$ cat src/hdl/clipped_color_key_sprite_blit_core_assert.svh
// Assertion macros shared by the sprite blitter modules.
`ifndef CLIPPED_COLOR_KEY_SPRITE_BLIT_CORE_ASSERT_SVH
`define CLIPPED_COLOR_KEY_SPRITE_BLIT_CORE_ASSERT_SVH

// Checks that cons holds in the same cycle as ante.
`define CCKB_ASSERT_SAME(label, clk, rst_n, ante, cons) \
	label: assert property (@(posedge clk) disable iff (!rst_n) (ante) |-> (cons)) \
		else $error("sprite blitter check failed");

// Checks that cons holds in the cycle after ante.
`define CCKB_ASSERT_NEXT(label, clk, rst_n, ante, cons) \
	label: assert property (@(posedge clk) disable iff (!rst_n) (ante) |=> (cons)) \
		else $error("sprite blitter check failed");

`endif

$ cat src/hdl/cckb_pkg.sv
// Package with the shared types and constants of the sprite blitter.
package cckb_pkg;

	localparam int DIM_FIELD_W = 11;
	localparam int COORD_W = 16;
	localparam int PIX_FIELD_W = 16;
	localparam int ADDR_W = 20;
	localparam int CFG_W = 11;
	localparam int CFG_IDX_W = 3;
	localparam int CORNER_W = 17;
	localparam int POS_W = 18;

	localparam int MAX_DIM_DEF = 1024;
	localparam int PIXEL_BITS_DEF = 16;

	localparam logic [CFG_W-1:0] DEST_WIDTH_RST = 11'd640;
	localparam logic [CFG_W-1:0] DEST_HEIGHT_RST = 11'd480;
	localparam logic [CFG_W-1:0] CLIP_RIGHT_RST = 11'd640;
	localparam logic [CFG_W-1:0] CLIP_BOTTOM_RST = 11'd480;

	typedef enum logic [0:0] {
		CMD_BEGIN = 1'b0,
		CMD_PIXEL = 1'b1
	} cmd_t;

	typedef enum logic [CFG_IDX_W-1:0] {
		REG_DEST_WIDTH  = 3'd0,
		REG_DEST_HEIGHT = 3'd1,
		REG_CLIP_MODE   = 3'd2,
		REG_CLIP_LEFT   = 3'd3,
		REG_CLIP_TOP    = 3'd4,
		REG_CLIP_RIGHT  = 3'd5,
		REG_CLIP_BOTTOM = 3'd6
	} cfg_reg_t;

	typedef struct packed {
		logic [CFG_W-1:0] left;
		logic [CFG_W-1:0] top;
		logic [CFG_W-1:0] right;
		logic [CFG_W-1:0] bottom;
		logic [CFG_W-1:0] dest_width;
	} win_t;

	typedef struct packed {
		logic                   valid;
		logic                   write_enable;
		logic [CFG_W-1:0]       x;
		logic [CFG_W-1:0]       y;
		logic [PIX_FIELD_W-1:0] pixel;
		logic                   rejected;
		logic                   last;
	} stage_t;

endpackage

$ cat src/hdl/cckb_req_if.sv
// Request channel carrying begin and pixel items into the blitter.
interface cckb_req_if;
	import cckb_pkg::*;

	logic                      valid;
	logic                      ready;
	logic                      cmd;
	logic [DIM_FIELD_W-1:0]    sprite_width;
	logic [DIM_FIELD_W-1:0]    sprite_height;
	logic signed [COORD_W-1:0] origin_x;
	logic signed [COORD_W-1:0] origin_y;
	logic signed [COORD_W-1:0] pos_x;
	logic signed [COORD_W-1:0] pos_y;
	logic [PIX_FIELD_W-1:0]    pixel;

	modport source (
		output valid, cmd, sprite_width, sprite_height, origin_x, origin_y,
			pos_x, pos_y, pixel,
		input ready
	);
	modport sink (
		input valid, cmd, sprite_width, sprite_height, origin_x, origin_y,
			pos_x, pos_y, pixel,
		output ready
	);
endinterface

$ cat src/hdl/cckb_rsp_if.sv
// Result channel carrying destination writes out of the blitter.
interface cckb_rsp_if;
	import cckb_pkg::*;

	logic                   valid;
	logic                   ready;
	logic                   write_enable;
	logic [ADDR_W-1:0]      dest_addr;
	logic [PIX_FIELD_W-1:0] write_pixel;
	logic                   rejected;
	logic                   last;

	modport source (
		output valid, write_enable, dest_addr, write_pixel, rejected, last,
		input ready
	);
	modport sink (
		input valid, write_enable, dest_addr, write_pixel, rejected, last,
		output ready
	);
endinterface

$ cat src/hdl/cckb_cfg_regs.sv
// Configuration registers and clip window selection.
module cckb_cfg_regs (
	input  logic                          clk,
	input  logic                          arst_n,
	input  logic                          cfg_we,
	input  logic [cckb_pkg::CFG_IDX_W-1:0] cfg_index,
	input  logic [cckb_pkg::CFG_W-1:0]     cfg_wdata,
	output cckb_pkg::win_t                win
);
	import cckb_pkg::*;

	logic [CFG_W-1:0] dest_width_q;
	logic [CFG_W-1:0] dest_height_q;
	logic             clip_mode_q;
	logic [CFG_W-1:0] clip_left_q;
	logic [CFG_W-1:0] clip_top_q;
	logic [CFG_W-1:0] clip_right_q;
	logic [CFG_W-1:0] clip_bottom_q;

	always_ff @(posedge clk or negedge arst_n) begin
		if (!arst_n) begin
			dest_width_q  <= DEST_WIDTH_RST;
			dest_height_q <= DEST_HEIGHT_RST;
			clip_mode_q   <= 1'b0;
			clip_left_q   <= '0;
			clip_top_q    <= '0;
			clip_right_q  <= CLIP_RIGHT_RST;
			clip_bottom_q <= CLIP_BOTTOM_RST;
		end else if (cfg_we) begin
			unique case (cfg_index)
				REG_DEST_WIDTH:  dest_width_q  <= cfg_wdata;
				REG_DEST_HEIGHT: dest_height_q <= cfg_wdata;
				REG_CLIP_MODE:   clip_mode_q   <= cfg_wdata[0];
				REG_CLIP_LEFT:   clip_left_q   <= cfg_wdata;
				REG_CLIP_TOP:    clip_top_q    <= cfg_wdata;
				REG_CLIP_RIGHT:  clip_right_q  <= cfg_wdata;
				REG_CLIP_BOTTOM: clip_bottom_q <= cfg_wdata;
				default: ;
			endcase
		end
	end

	always_comb begin
		win.dest_width = dest_width_q;
		if (clip_mode_q) begin
			win.left   = clip_left_q;
			win.top    = clip_top_q;
			win.right  = clip_right_q;
			win.bottom = clip_bottom_q;
		end else begin
			win.left   = '0;
			win.top    = '0;
			win.right  = dest_width_q;
			win.bottom = dest_height_q;
		end
	end
endmodule

$ cat src/hdl/cckb_geom.sv
// Input register, sprite state, raster counters and clip test.
module cckb_geom #(
	parameter int MAX_DIM = cckb_pkg::MAX_DIM_DEF,
	parameter int PIXEL_BITS = cckb_pkg::PIXEL_BITS_DEF
) (
	input  logic            clk,
	input  logic            arst_n,
	cckb_req_if.sink        req,
	input  cckb_pkg::win_t  win,
	input  logic            ready_s2,
	output cckb_pkg::stage_t stage_s2
);
	import cckb_pkg::*;

	`include "clipped_color_key_sprite_blit_core_assert.svh"

	localparam int DW = $clog2(MAX_DIM + 1);
	localparam int PW = (PIXEL_BITS < PIX_FIELD_W) ? PIXEL_BITS : PIX_FIELD_W;

	logic                      valid_s1;
	logic                      cmd_s1;
	logic [DIM_FIELD_W-1:0]    sprite_width_s1;
	logic [DIM_FIELD_W-1:0]    sprite_height_s1;
	logic signed [COORD_W-1:0] origin_x_s1;
	logic signed [COORD_W-1:0] origin_y_s1;
	logic signed [COORD_W-1:0] pos_x_s1;
	logic signed [COORD_W-1:0] pos_y_s1;
	logic [PW-1:0]             pixel_s1;

	logic signed [CORNER_W-1:0] corner_x_q;
	logic signed [CORNER_W-1:0] corner_y_q;
	logic [DW-1:0]              width_q;
	logic [DW-1:0]              height_q;
	logic [DW-1:0]              col_q;
	logic [DW-1:0]              row_q;
	logic                       reject_q;

	logic                       adv_s1;
	logic                       take;
	logic signed [CORNER_W-1:0] new_cx;
	logic signed [CORNER_W-1:0] new_cy;
	logic [DW-1:0]              new_w;
	logic [DW-1:0]              new_h;
	logic                       new_reject;
	logic signed [POS_W-1:0]    wl;
	logic signed [POS_W-1:0]    wt;
	logic signed [POS_W-1:0]    wr;
	logic signed [POS_W-1:0]    wb;
	logic signed [POS_W-1:0]    x_pos;
	logic signed [POS_W-1:0]    y_pos;
	logic                       active;
	logic                       in_window;
	logic                       col_end;
	logic                       row_end;
	stage_t                     nxt;

	function automatic logic [DW-1:0] clamp_dim(input logic [DIM_FIELD_W-1:0] v);
		logic [DW-1:0] d;
		if (32'(v) > MAX_DIM) begin
			d = DW'(MAX_DIM);
		end else begin
			d = DW'(v);
		end
		return d;
	endfunction

	assign adv_s1 = !stage_s2.valid || ready_s2;
	assign req.ready = !valid_s1 || adv_s1;
	assign take = valid_s1 && adv_s1;

	always_ff @(posedge clk or negedge arst_n) begin
		if (!arst_n) begin
			valid_s1 <= 1'b0;
		end else if (req.ready) begin
			valid_s1 <= req.valid;
		end
	end

	always_ff @(posedge clk) begin
		if (req.valid && req.ready) begin
			cmd_s1           <= req.cmd;
			sprite_width_s1  <= req.sprite_width;
			sprite_height_s1 <= req.sprite_height;
			origin_x_s1      <= req.origin_x;
			origin_y_s1      <= req.origin_y;
			pos_x_s1         <= req.pos_x;
			pos_y_s1         <= req.pos_y;
			pixel_s1         <= req.pixel[PW-1:0];
		end
	end

	always_comb begin
		wl = POS_W'(win.left);
		wt = POS_W'(win.top);
		wr = POS_W'(win.right);
		wb = POS_W'(win.bottom);

		new_cx = CORNER_W'(pos_x_s1) - CORNER_W'(origin_x_s1);
		new_cy = CORNER_W'(pos_y_s1) - CORNER_W'(origin_y_s1);
		new_w = clamp_dim(sprite_width_s1);
		new_h = clamp_dim(sprite_height_s1);
		new_reject = (POS_W'(new_cx) >= wr)
			|| (POS_W'(new_cx) + $signed(POS_W'(new_w)) <= wl)
			|| (POS_W'(new_cy) >= wb)
			|| (POS_W'(new_cy) + $signed(POS_W'(new_h)) <= wt);

		x_pos = POS_W'(corner_x_q) + $signed(POS_W'(col_q));
		y_pos = POS_W'(corner_y_q) + $signed(POS_W'(row_q));
		active = (width_q != '0) && (row_q < height_q);
		in_window = !reject_q && (x_pos >= wl) && (x_pos < wr)
			&& (y_pos >= wt) && (y_pos < wb);
		col_end = ({1'b0, col_q} + 1'b1) == {1'b0, width_q};
		row_end = ({1'b0, row_q} + 1'b1) == {1'b0, height_q};

		nxt = '0;
		nxt.valid = valid_s1;
		if (cmd_s1 == CMD_BEGIN) begin
			nxt.rejected = new_reject;
		end else begin
			nxt.rejected = reject_q;
			if (active) begin
				nxt.write_enable = in_window && (pixel_s1 != '0);
				nxt.x = x_pos[CFG_W-1:0];
				nxt.y = y_pos[CFG_W-1:0];
				nxt.pixel = PIX_FIELD_W'(pixel_s1);
				nxt.last = col_end && row_end;
			end
		end
	end

	always_ff @(posedge clk or negedge arst_n) begin
		if (!arst_n) begin
			corner_x_q <= '0;
			corner_y_q <= '0;
			width_q    <= '0;
			height_q   <= '0;
			col_q      <= '0;
			row_q      <= '0;
			reject_q   <= 1'b0;
		end else if (take) begin
			if (cmd_s1 == CMD_BEGIN) begin
				corner_x_q <= new_cx;
				corner_y_q <= new_cy;
				width_q    <= new_w;
				height_q   <= new_h;
				col_q      <= '0;
				row_q      <= '0;
				reject_q   <= new_reject;
			end else if (active) begin
				if (col_end) begin
					col_q <= '0;
					row_q <= row_q + 1'b1;
				end else begin
					col_q <= col_q + 1'b1;
				end
			end
		end
	end

	always_ff @(posedge clk or negedge arst_n) begin
		if (!arst_n) begin
			stage_s2 <= '0;
		end else if (take) begin
			stage_s2 <= nxt;
		end else if (adv_s1) begin
			stage_s2.valid <= 1'b0;
		end
	end

	`CCKB_ASSERT_SAME(a_row_in_range, clk, arst_n, 1'b1, row_q <= height_q)
	`CCKB_ASSERT_SAME(a_col_in_range, clk, arst_n, col_q != '0, col_q < width_q)
	`CCKB_ASSERT_NEXT(a_req_loads_s1, clk, arst_n, req.valid && req.ready, valid_s1)
endmodule

$ cat src/hdl/cckb_addr.sv
// Address multiply and result register.
module cckb_addr (
	input  logic             clk,
	input  logic             arst_n,
	input  cckb_pkg::stage_t stage_s2,
	input  cckb_pkg::win_t   win,
	output logic             ready_s2,
	cckb_rsp_if.source       rsp
);
	import cckb_pkg::*;

	`include "clipped_color_key_sprite_blit_core_assert.svh"

	logic [2*CFG_W-1:0] row_base;
	logic [2*CFG_W:0]   addr_full;
	logic               valid_q;

	assign ready_s2 = !valid_q || rsp.ready;
	assign row_base = (2*CFG_W)'(stage_s2.y) * (2*CFG_W)'(win.dest_width);
	assign addr_full = (2*CFG_W+1)'(row_base) + (2*CFG_W+1)'(stage_s2.x);

	always_ff @(posedge clk or negedge arst_n) begin
		if (!arst_n) begin
			valid_q <= 1'b0;
		end else if (ready_s2) begin
			valid_q <= stage_s2.valid;
		end
	end

	always_ff @(posedge clk) begin
		if (ready_s2 && stage_s2.valid) begin
			rsp.write_enable <= stage_s2.write_enable;
			rsp.rejected     <= stage_s2.rejected;
			rsp.last         <= stage_s2.last;
			if (stage_s2.write_enable) begin
				rsp.dest_addr   <= addr_full[ADDR_W-1:0];
				rsp.write_pixel <= stage_s2.pixel;
			end else begin
				rsp.dest_addr   <= '0;
				rsp.write_pixel <= '0;
			end
		end
	end

	assign rsp.valid = valid_q;

	`CCKB_ASSERT_SAME(a_no_write_zero, clk, arst_n, rsp.valid && !rsp.write_enable,
		rsp.dest_addr == '0 && rsp.write_pixel == '0)
	`CCKB_ASSERT_SAME(a_write_not_rejected, clk, arst_n, rsp.valid && rsp.write_enable,
		!rsp.rejected)
endmodule

$ cat src/hdl/clipped_color_key_sprite_blit_core.sv
// Top level of the clipped color-key sprite blitter address engine.
// Pipeline: a request passes the input register, stage_s2 and the result register.
// Throughput: one request per cycle unless rsp.ready stalls the pipe; the raster
// counters and the address multiply each sit in their own stage.
// Reset: arst_n clears all valid flags and the sprite state, and loads the
// register defaults (640 by 480 destination, clip to destination extent).
module clipped_color_key_sprite_blit_core #(
	parameter int MAX_DIM = cckb_pkg::MAX_DIM_DEF,
	parameter int PIXEL_BITS = cckb_pkg::PIXEL_BITS_DEF
) (
	input  logic                           clk,
	input  logic                           arst_n,
	input  logic                           cfg_we,
	input  logic [cckb_pkg::CFG_IDX_W-1:0] cfg_index,
	input  logic [cckb_pkg::CFG_W-1:0]     cfg_wdata,
	cckb_req_if.sink                       req,
	cckb_rsp_if.source                     rsp
);
	import cckb_pkg::*;

	win_t   win;
	stage_t stage_s2;
	logic   ready_s2;

	cckb_cfg_regs u_cfg (
		.clk       (clk),
		.arst_n    (arst_n),
		.cfg_we    (cfg_we),
		.cfg_index (cfg_index),
		.cfg_wdata (cfg_wdata),
		.win       (win)
	);

	cckb_geom #(
		.MAX_DIM    (MAX_DIM),
		.PIXEL_BITS (PIXEL_BITS)
	) u_geom (
		.clk      (clk),
		.arst_n   (arst_n),
		.req      (req),
		.win      (win),
		.ready_s2 (ready_s2),
		.stage_s2 (stage_s2)
	);

	cckb_addr u_addr (
		.clk      (clk),
		.arst_n   (arst_n),
		.stage_s2 (stage_s2),
		.win      (win),
		.ready_s2 (ready_s2),
		.rsp      (rsp)
	);
endmodule

$ cat src/flat_wrapper.sv
// flat-port wrapper written by rule: the top's interface ports become plain ports
module clipped_color_key_sprite_blit_core_flat import cckb_pkg::*;
#(
	parameter int MAX_DIM = cckb_pkg::MAX_DIM_DEF,
	parameter int PIXEL_BITS = cckb_pkg::PIXEL_BITS_DEF
)
  (clk, arst_n, cfg_we, cfg_index, cfg_wdata, req_valid, req_cmd, req_sprite_width, req_sprite_height, req_origin_x, req_origin_y, req_pos_x, req_pos_y, req_pixel, req_ready, rsp_valid, rsp_write_enable, rsp_dest_addr, rsp_write_pixel, rsp_rejected, rsp_last, rsp_ready);
  cckb_req_if req_i ();
  cckb_rsp_if rsp_i ();
  input  logic clk;
  input  logic arst_n;
  input  logic cfg_we;
  input  logic [cckb_pkg::CFG_IDX_W-1:0] cfg_index;
  input  logic [cckb_pkg::CFG_W-1:0] cfg_wdata;
  input wire logic [$bits(req_i.valid)-1:0] req_valid;
  input wire logic [$bits(req_i.cmd)-1:0] req_cmd;
  input wire logic [$bits(req_i.sprite_width)-1:0] req_sprite_width;
  input wire logic [$bits(req_i.sprite_height)-1:0] req_sprite_height;
  input wire logic [$bits(req_i.origin_x)-1:0] req_origin_x;
  input wire logic [$bits(req_i.origin_y)-1:0] req_origin_y;
  input wire logic [$bits(req_i.pos_x)-1:0] req_pos_x;
  input wire logic [$bits(req_i.pos_y)-1:0] req_pos_y;
  input wire logic [$bits(req_i.pixel)-1:0] req_pixel;
  output wire logic [$bits(req_i.ready)-1:0] req_ready;
  output wire logic [$bits(rsp_i.valid)-1:0] rsp_valid;
  output wire logic [$bits(rsp_i.write_enable)-1:0] rsp_write_enable;
  output wire logic [$bits(rsp_i.dest_addr)-1:0] rsp_dest_addr;
  output wire logic [$bits(rsp_i.write_pixel)-1:0] rsp_write_pixel;
  output wire logic [$bits(rsp_i.rejected)-1:0] rsp_rejected;
  output wire logic [$bits(rsp_i.last)-1:0] rsp_last;
  input wire logic [$bits(rsp_i.ready)-1:0] rsp_ready;
  assign req_i.valid = req_valid;
  assign req_i.cmd = req_cmd;
  assign req_i.sprite_width = req_sprite_width;
  assign req_i.sprite_height = req_sprite_height;
  assign req_i.origin_x = req_origin_x;
  assign req_i.origin_y = req_origin_y;
  assign req_i.pos_x = req_pos_x;
  assign req_i.pos_y = req_pos_y;
  assign req_i.pixel = req_pixel;
  assign req_ready = req_i.ready;
  assign rsp_valid = rsp_i.valid;
  assign rsp_write_enable = rsp_i.write_enable;
  assign rsp_dest_addr = rsp_i.dest_addr;
  assign rsp_write_pixel = rsp_i.write_pixel;
  assign rsp_rejected = rsp_i.rejected;
  assign rsp_last = rsp_i.last;
  assign rsp_i.ready = rsp_ready;
  clipped_color_key_sprite_blit_core #(.MAX_DIM(MAX_DIM), .PIXEL_BITS(PIXEL_BITS)) u_core (.clk(clk), .arst_n(arst_n), .cfg_we(cfg_we), .cfg_index(cfg_index), .cfg_wdata(cfg_wdata), .req(req_i), .rsp(rsp_i));
endmodule
$ cat config.mk
export PLATFORM = sky130hd
export DESIGN_NAME = clipped_color_key_sprite_blit_core_flat
export DESIGN_NICKNAME = d
export VERILOG_FILES = /design/src/hdl/cckb_pkg.sv /design/src/hdl/cckb_req_if.sv /design/src/hdl/cckb_rsp_if.sv /design/src/hdl/cckb_cfg_regs.sv /design/src/hdl/cckb_geom.sv /design/src/hdl/cckb_addr.sv /design/src/hdl/clipped_color_key_sprite_blit_core.sv /design/src/flat_wrapper.sv
export VERILOG_INCLUDE_DIRS = /design/src /design/src/hdl
export SDC_FILE = /design/constraint.sdc
export NUM_CORES = 1
export LEC_CHECK = 0
export ABC_AREA = 0
export BUFFER_PORTS_ARGS = -buffer_cell sky130_fd_sc_hd__buf_2
export CAP_MARGIN = 20
export CORE_MARGIN = 2
export CORE_UTILIZATION = 55
export CTS_CLUSTER_SIZE = 25
export DETAILED_ROUTE_END_ITERATION = 7
export GPL_TIMING_DRIVEN = 0
export PLACE_DENSITY_LB_ADDON = 0.15
export SLEW_MARGIN = 10
export SYNTH_ARGS = -nofsm -noshare
export SYNTH_HDL_FRONTEND = slang
export SYNTH_SLANG_ARGS = --single-unit
$ cat constraint.sdc
create_clock -name clk -period 10.3 [get_ports clk]
set_input_delay 1.03 -clock clk [delete_from_list [all_inputs] [get_ports clk]]
set_output_delay 1.03 -clock clk [all_outputs]
set_load 0.05 [all_outputs]
==> reports/summary.txt, run 1 <==
Clock Latency Late Sink: 560 ps
Max layer used: met4
CTS tree: done
Antenna violations before repair: 0
Sequential Power Share: 0.287
Switching share of power: 0.404
Nets@finish: 2803
Final TNS setup: 0 ps
Worst-case clock buffer depth: 3
Switching pwr: 2.50 mW
Core area: 40900 um^2
Synth Area in Simple Gates: 0.135
Number of library cell types mapped by synthesis: 83
CP peak stage delay: 560 ps
Slowest CP cell: fa_1
Post-Syn Instances: 2155
Sequential share of the synthesized area: 0.395
Final instance area: 25600 um^2
Largest family of logic cells by synthesized area: adder cells
DR WL/cell: 18.4 um
Leak: 11.8 nW
Via Count: 16500
Post-DRT Antenna Nets: 0
Power Dens Cells: 242 nW/um^2
First-pass GRT wire length: 87700 um
Reg2Reg Depth: 20
Synth Warn #: 0
Chip Height: 208 um
Synth Area in Adders: 0.208
Commonest cells post-synth: 255 x nand2_1, 225 x ha_1, 199 x inv_1
DP Area: 24400 um^2
Post-Syn Nets: 2598
CTS Hold Bufs: 0
Metal-1 WL: 23800 um
Worst EP arrival: 6090 ps
GRT Util Overall: 0.254
Worst slew pin tran: 1020 ps
IO Pins: 163
Post-cts resize count: 0
N_diodes: 0
Clk sinks: 331
Drt total wl: 53900 um
Synth Area per Inst: 10.6 um^2
Largest cells by area after synthesis: dfrtp_1 19%, edfxtp_1 19%, ha_1 12%
Pre-CTS setup slack: 4530 ps
Worst setup EP type: flop
Grt total ovfl: 0
Tmin final: 5810 ps
Top_reg_cell synth: dfrtp_1
Peak supply drop: 173 uV
Num CTS Buffers: 38
Hold WC Path Type: in -> async
FFs w/ async S/R, synth: 0.571
RD Place Congestion: 0.874
Area Growth Syn to Fin: 12.3%
Synth Area in Compound Gates: 0.121
Fill count: 3343
Max cap viols: 0
Die area: 43100 um^2
Clk pwr share: 0.217
Most numerous cell in the Yosys netlist: nand2_1
Drt pass-1 iters: 5
Fin. Hold Viols: 0
Via density: 5.66
Worst-path maximum fanout: 10
Worst path required time: 10580 ps
H-tree depth: 2
Crit path launch type: flop
Post-detail-place hpwl: 42900 um
Yosys reg bits: 331
Met2 Wirelength: 26100 um
Outcome: finished, final reports clean
Synthesized cell area: 22800 um^2
Critical path class: reg -> reg
Slew Viols, Final: 0
Largest net degree at the start of global routing: 110
Share of layout cells above drive strength 1: 0.150
Leading area contributor after synthesis: dfrtp_1
CP Depth: 20
Logic pwr share: 0.496
Setup bufs post-CTS: 0
P_int: 3.70 mW
Worst path buffer plus inverter count: 5
Achievable frequency: 0.172 GHz
Die width: 208 um
Final critical-path share of the clock period: 0.564
XOR/XNOR Fraction of Synth Area: 0.0401
# setup viols final: 0
DR iter-0 viols: 1009
Root buffer cell: clkbuf_16
Initial core utilization: 0.557
Worst Skew: 19.8 ps
Post-synth EDFFs: 142
Final worst slack: 4490 ps
FP Rows: 74
DR DRC count: 0
Hold WS: 458 ps
Reg clk slew, reported paths: 60 ps
Vias in the first global route: 16700
Crit path cell chain: clkbuf_1 > nand2_1 > fa_1 > inv_1 > ha_1 > fa_1 > inv_1 > fa_1 > fa_1 > inv_1 > ha_1 > inv_1 > o21ai_0 > a21oi_1 > o21ai_0 > a211oi_1 > o21ai_0 > a41oi_1 > o21ai_0 > o311ai_0
Port bufs: 162
Routed wl met3: 2400 um
RSZ-0062 raised after global routing: false
Mux share of post-synthesis cell area: 0.0563
CP delay by family, top: adder cells
Worst slew margin: 0.315
Yosys top cell area share: 0.194
[kinds of logic after synthesis]
family                   Yosys count
multiplexers                     117
AO/OA/AOI/OAI                    396
adder cells (fa/ha/maj)          321
XOR/XNOR                         103
buffers and inverters            272
AND/OR/NAND/NOR                  615
flip-flops                       331
[layout make-up]
| type | instances | area [um^2] | area share |
|---|---|---|---|
| plain buffers | 73 | 279 | 0.0109 |
| clock inverters | 13 | 139 | 0.00542 |
| repair buffers | 165 | 896 | 0.0350 |
| clock buffers | 57 | 1100 | 0.0430 |
| flip-flops and latches | 331 | 9010 | 0.352 |
| well taps | 532 | 666 | 0.0260 |
| inverters | 199 | 747 | 0.0292 |
| multi-input cells | 1552 | 12800 | 0.499 |
[flip-flops by register name, indices dropped and copies added (netlist names), 11 cells and up]
name,flops
u_core.u_cfg.dest_width_q,11
u_core.u_geom.sprite_width_s1,11
u_core.u_geom.corner_x_q,17
u_core.u_addr.rsp.dest_addr,20
u_core.u_geom.corner_y_q,17
u_core.u_geom.height_q,11
u_core.u_geom.sprite_height_s1,11
u_core.u_cfg.clip_left_q,11
u_core.u_cfg.clip_right_q,11
u_core.u_geom.width_q,11
u_core.u_geom.pixel_s1,16
u_core.u_addr.rsp.write_pixel,16
u_core.u_geom.pos_x_s1,16
u_core.u_cfg.clip_top_q,11
u_core.u_cfg.dest_height_q,11
u_core.u_geom.origin_x_s1,16
u_core.u_geom.pos_y_s1,16
u_core.u_geom.row_q,11
u_core.u_geom.stage_s2,42
u_core.u_geom.origin_y_s1,16
u_core.u_geom.col_q,11
u_core.u_cfg.clip_bottom_q,11
[worst paths after layout]
path                       slack [ps]                                    start                                            end
hold reg to reg                   490  u_core.u_geom.corner_y_q[6]$_DFFE_PN0P_        u_core.u_geom.corner_y_q[6]$_DFFE_PN0P_
setup / recovery                 4490   u_core.u_geom.stage_s2[19]$_DFFE_PN0P_  u_core.u_addr.rsp.dest_addr[18]$_SDFFCE_PN0P_
min in group clk                  490  u_core.u_geom.corner_y_q[6]$_DFFE_PN0P_        u_core.u_geom.corner_y_q[6]$_DFFE_PN0P_
setup reg to reg                 4490   u_core.u_geom.stage_s2[19]$_DFFE_PN0P_  u_core.u_addr.rsp.dest_addr[18]$_SDFFCE_PN0P_
hold / removal                    460                                   arst_n           u_core.u_geom.width_q[4]$_DFFE_PN0P_
max in group asynchronous        8850                                   arst_n      u_core.u_cfg.dest_height_q[7]$_DFFE_PN1P_
[layer usage]
| metal | up-vias | global-route usage |
|---|---|---|
| met5 | - | 0 |
| met4 | 0 | 0.0858 |
| met3 | 78 | 0.0271 |
| met2 | 390 | 0.432 |
| met1 | 8053 | 0.340 |
| li1 | 8007 | - |
[power by group through the flow]
stage / clock [mW] / sequential [mW] / combinational [mW]
finish: 1.34 / 1.78 / 3.07
global route: 1.42 / 1.81 / 3.48
CTS: 1.37 / 1.78 / 3.08
detailed placement: 0 / 1.80 / 3.05
global placement: 0 / 1.79 / 2.94
floorplan: 0 / 1.78 / 2.27
[cells in the final DEF, fill, tap and decap left out, types with 17 or more instances in the layout]
master       n
a21o_1      37
fa_1        96
inv_1      199
nand4_1     17
dfrtp_1    177
and2_1      69
nor2b_1     38
clkbuf_16   39
buf_2      165
o21ai_0     81
nor3_1      27
clkbuf_1    77
ha_1       225
nand2b_1    23
nand2_1    255
edfxtp_1   142
a22o_1      47
xnor2_1     71
o21a_1      25
a21oi_1     77
nor2_1      67
mux2_2      91
mux2i_1     26
nand3_1     36
xor2_1      31
[per-stage QoR]
stage               power (mW)  instances  utilization
floorplan                 4.06       2155            -
global placement          4.74       2849        0.594
detailed placement        4.85       2852        0.596
CTS                       6.22       2922        0.626
global route              6.71       2922        0.626
finish                    6.20       2922        0.626
(Power assumes the default switching activity.)
==> inputs of run 2 (changes only) <==
Clock period 10.3 ns to 5.3 ns, I/O delays scaled along.
==> run 2 against run 1 <==
Against the previous run: worst hold slack lost 310 ps; worst setup slack worse by 4300 ps; critical path type unchanged; core utilization grew 0.20 points; final area is 0.33% higher.
==> reports/summary.txt, run 2 (synthesis results as in run 1) <==
Crit path launch type: flop (unchanged)
Worst-case clock buffer depth: 3 (unchanged)
Post-DRT Antenna Nets: 0 (unchanged)
Area Growth Syn to Fin: 12.7% (was 12.3%)
Most common cell after layout, fill and taps aside: nand2_1 (unchanged)
Reg2Reg Setup Slack: 190 ps (was 4490 ps)
Fin. Hold Viols: 0 (unchanged)
Drt total wl: 53900 um (about the same)
Max reg flops: 42 (unchanged)
Share of layout cells above drive strength 1: 0.162 (was 0.150)
Hold WC Path Type: in -> reg (was in -> async)
Initial core utilization: 0.557 (unchanged)
Drt pass-1 iters: 5 (unchanged)
Hold WS: 146 ps (was 458 ps)
Worst slew margin: 0.296 (was 0.315)
Achievable frequency: 0.196 GHz (was 0.172 GHz)
Antenna violations before repair: 0 (unchanged)
Critical R2R Capture: u_core.u_addr.rsp.dest_addr[15]$_SDFFCE_PN0P_ (was u_core.u_addr.rsp.dest_addr[18]$_SDFFCE_PN0P_)
Worst slew pin tran: 1050 ps (was 1020 ps)
H-tree depth: 2 (unchanged)
DR DRC count: 0 (unchanged)
Grt total ovfl: 0 (unchanged)
Chip Height: 208 um (unchanged)
Post-detail-place hpwl: 42900 um (unchanged)
Num CTS Buffers: 38 (unchanged)
Root buffer cell: clkbuf_16 (unchanged)
Final critical-path share of the clock period: 0.963 (was 0.564)
Critical path class: reg -> reg (unchanged)
Core area: 40900 um^2 (unchanged)
Tmin final: 5110 ps (was 5810 ps)
FP Rows: 74 (unchanged)
DR WL/cell: 18.5 um (was 18.4 um)
Most frequent cells in the layout: 255 x nand2_1, 225 x ha_1, 199 x inv_1 (unchanged)
CTS tree: done (unchanged)
Die area: 43100 um^2 (unchanged)
Worst-path maximum fanout: 10 (unchanged)
Setup crit start: u_core.u_geom.stage_s2[23]$_DFFE_PN0P_ (was u_core.u_geom.stage_s2[19]$_DFFE_PN0P_)
Port bufs: 162 (unchanged)
Nets@finish: 2798 (was 2803)
# setup viols final: 0 (unchanged)
Top flop regs: u_core.u_geom.stage_s2 x42, u_core.u_addr.rsp.dest_addr x20 (unchanged)
Worst hold start: req_origin_y[9]
DP Area: 24400 um^2 (unchanged)
Placed Instances: 2852 (unchanged)
Utilization after layout: 0.628 (was 0.626)
Worst reg2reg startpoint: u_core.u_geom.stage_s2[23]$_DFFE_PN0P_ (was u_core.u_geom.stage_s2[19]$_DFFE_PN0P_)
Slew Viols, Final: 0 (unchanged)
Worst setup EP type: flop (unchanged)
First-pass GRT wire length: 87700 um (about the same)
Total power: 12.1 mW (was 6.20 mW)
Clk sinks: 331 (unchanged)
Reg clk slew, reported paths: 60 ps (about the same)
Power Dens Cells: 473 nW/um^2 (was 242 nW/um^2)
Worst Skew: 18.9 ps (was 19.8 ps)
Worst EP arrival: 5410 ps (was 6090 ps)
RD Place Congestion: 0.874 (unchanged)
Peak supply drop: 336 uV (was 173 uV)
Final instance area: 25700 um^2 (was 25600 um^2)
DR iter-0 viols: 1001 (was 1009)
Outcome: finished, final reports clean (unchanged)
Hold endpoint: u_core.u_geom.origin_y_s1[9]$_DFFE_PP_
N_diodes: 0 (unchanged)
Pre-CTS setup slack: -474 ps (was 4530 ps)
Min-Delay Path Depth: 1
Max cap viols: 0 (unchanged)
Via Count: 16500 (about the same)
Leak: 11.8 nW (about the same)
Reg with most FFs: u_core.u_geom.stage_s2 (unchanged)
IO Pins: 163 (unchanged)
Via density: 5.67 (was 5.66)
Final TNS setup: 0 ps (unchanged)
Clock Latency Late Sink: 560 ps (about the same)
Final std cells w/o fill: 2917 (was 2922)
Die width: 208 um (unchanged)
Largest net degree at the start of global routing: 110 (unchanged)
Reg2Reg Depth: 17 (was 20)
Worst path required time: 5610 ps (was 10580 ps)
GRT Util Overall: 0.254 (unchanged)
Final worst slack: 194 ps (was 4490 ps)
Vias in the first global route: 16700 (about the same)
==> run 2: routing by layer <==
| layer | track usage | wire length (um) | vias to the layer above |
|---|---|---|---|
| li1 | - | - | 8002 |
| met4 | 0.0819 | 1460 | 0 |
| met1 | 0.341 | 23900 | 8098 |
| met3 | 0.0274 | 2310 | 78 |
| met2 | 0.433 | 26200 | 362 |
| met5 | 0 | 0 | - |
==> run 2: final cells by class <==
cell class | instances | area (um^2)
buffer | 62 | 270
sequential | 331 | 9010
fill | 3323 | 15200
tap | 532 | 666
inverter | 199 | 747
clock buffer | 57 | 1100
multi-input combinational | 1552 | 12800
timing repair buffer | 171 | 943
clock inverter | 13 | 139
==> run 2: worst max path at each step <==
stage	endpoint	cells after the start	slack, ps
after floorplan	u_core.u_addr.rsp.dest_addr[18]$_SDFFCE_PN0P_	19	280
after global placement	u_core.u_addr.rsp.dest_addr[18]$_SDFFCE_PN0P_	19	-420
after detailed placement	u_core.u_addr.rsp.dest_addr[18]$_SDFFCE_PN0P_	20	-470
after CTS	u_core.u_addr.rsp.dest_addr[19]$_SDFFCE_PN0P_	20	20
after global routing	u_core.u_addr.rsp.dest_addr[16]$_SDFFCE_PN0P_	20	-3
final	u_core.u_addr.rsp.dest_addr[15]$_SDFFCE_PN0P_	17	190
==> run 2: where the power goes <==
| group | internal (mW) | switching (mW) | total, mW |
|---|---|---|---|
| combinational | 2.55 | 3.46 | 6.01 |
| clock | 1.55 | 1.07 | 2.61 |
| sequential | 3.13 | 0.394 | 3.52 |
==> run 2: worst max-delay path, cell delays in order (launching register included) <==
cell      delay, ps
dfrtp_1         400
buf_2           260
nand2_1         120
fa_1            540
inv_1            50
fa_1            490
inv_1            40
fa_1            480
inv_1            60
fa_1            500
fa_1            500
ha_1            370
a21boi_1        290
o21ai_2         110
a21o_1          190
a21oi_1         210
xor2_1           90
and2_1          160
==> run 2: repair_timing <==
action / CTS / global route
buffers inserted: 0 / 5
pin swaps: 0 / 4
setup endpoints to repair: 9 / 9
gates resized for setup: 16 / 33
endpoints found under the hold margin: 39 / 0
cloned: 0 / 0
hold buffers: 1 / 0
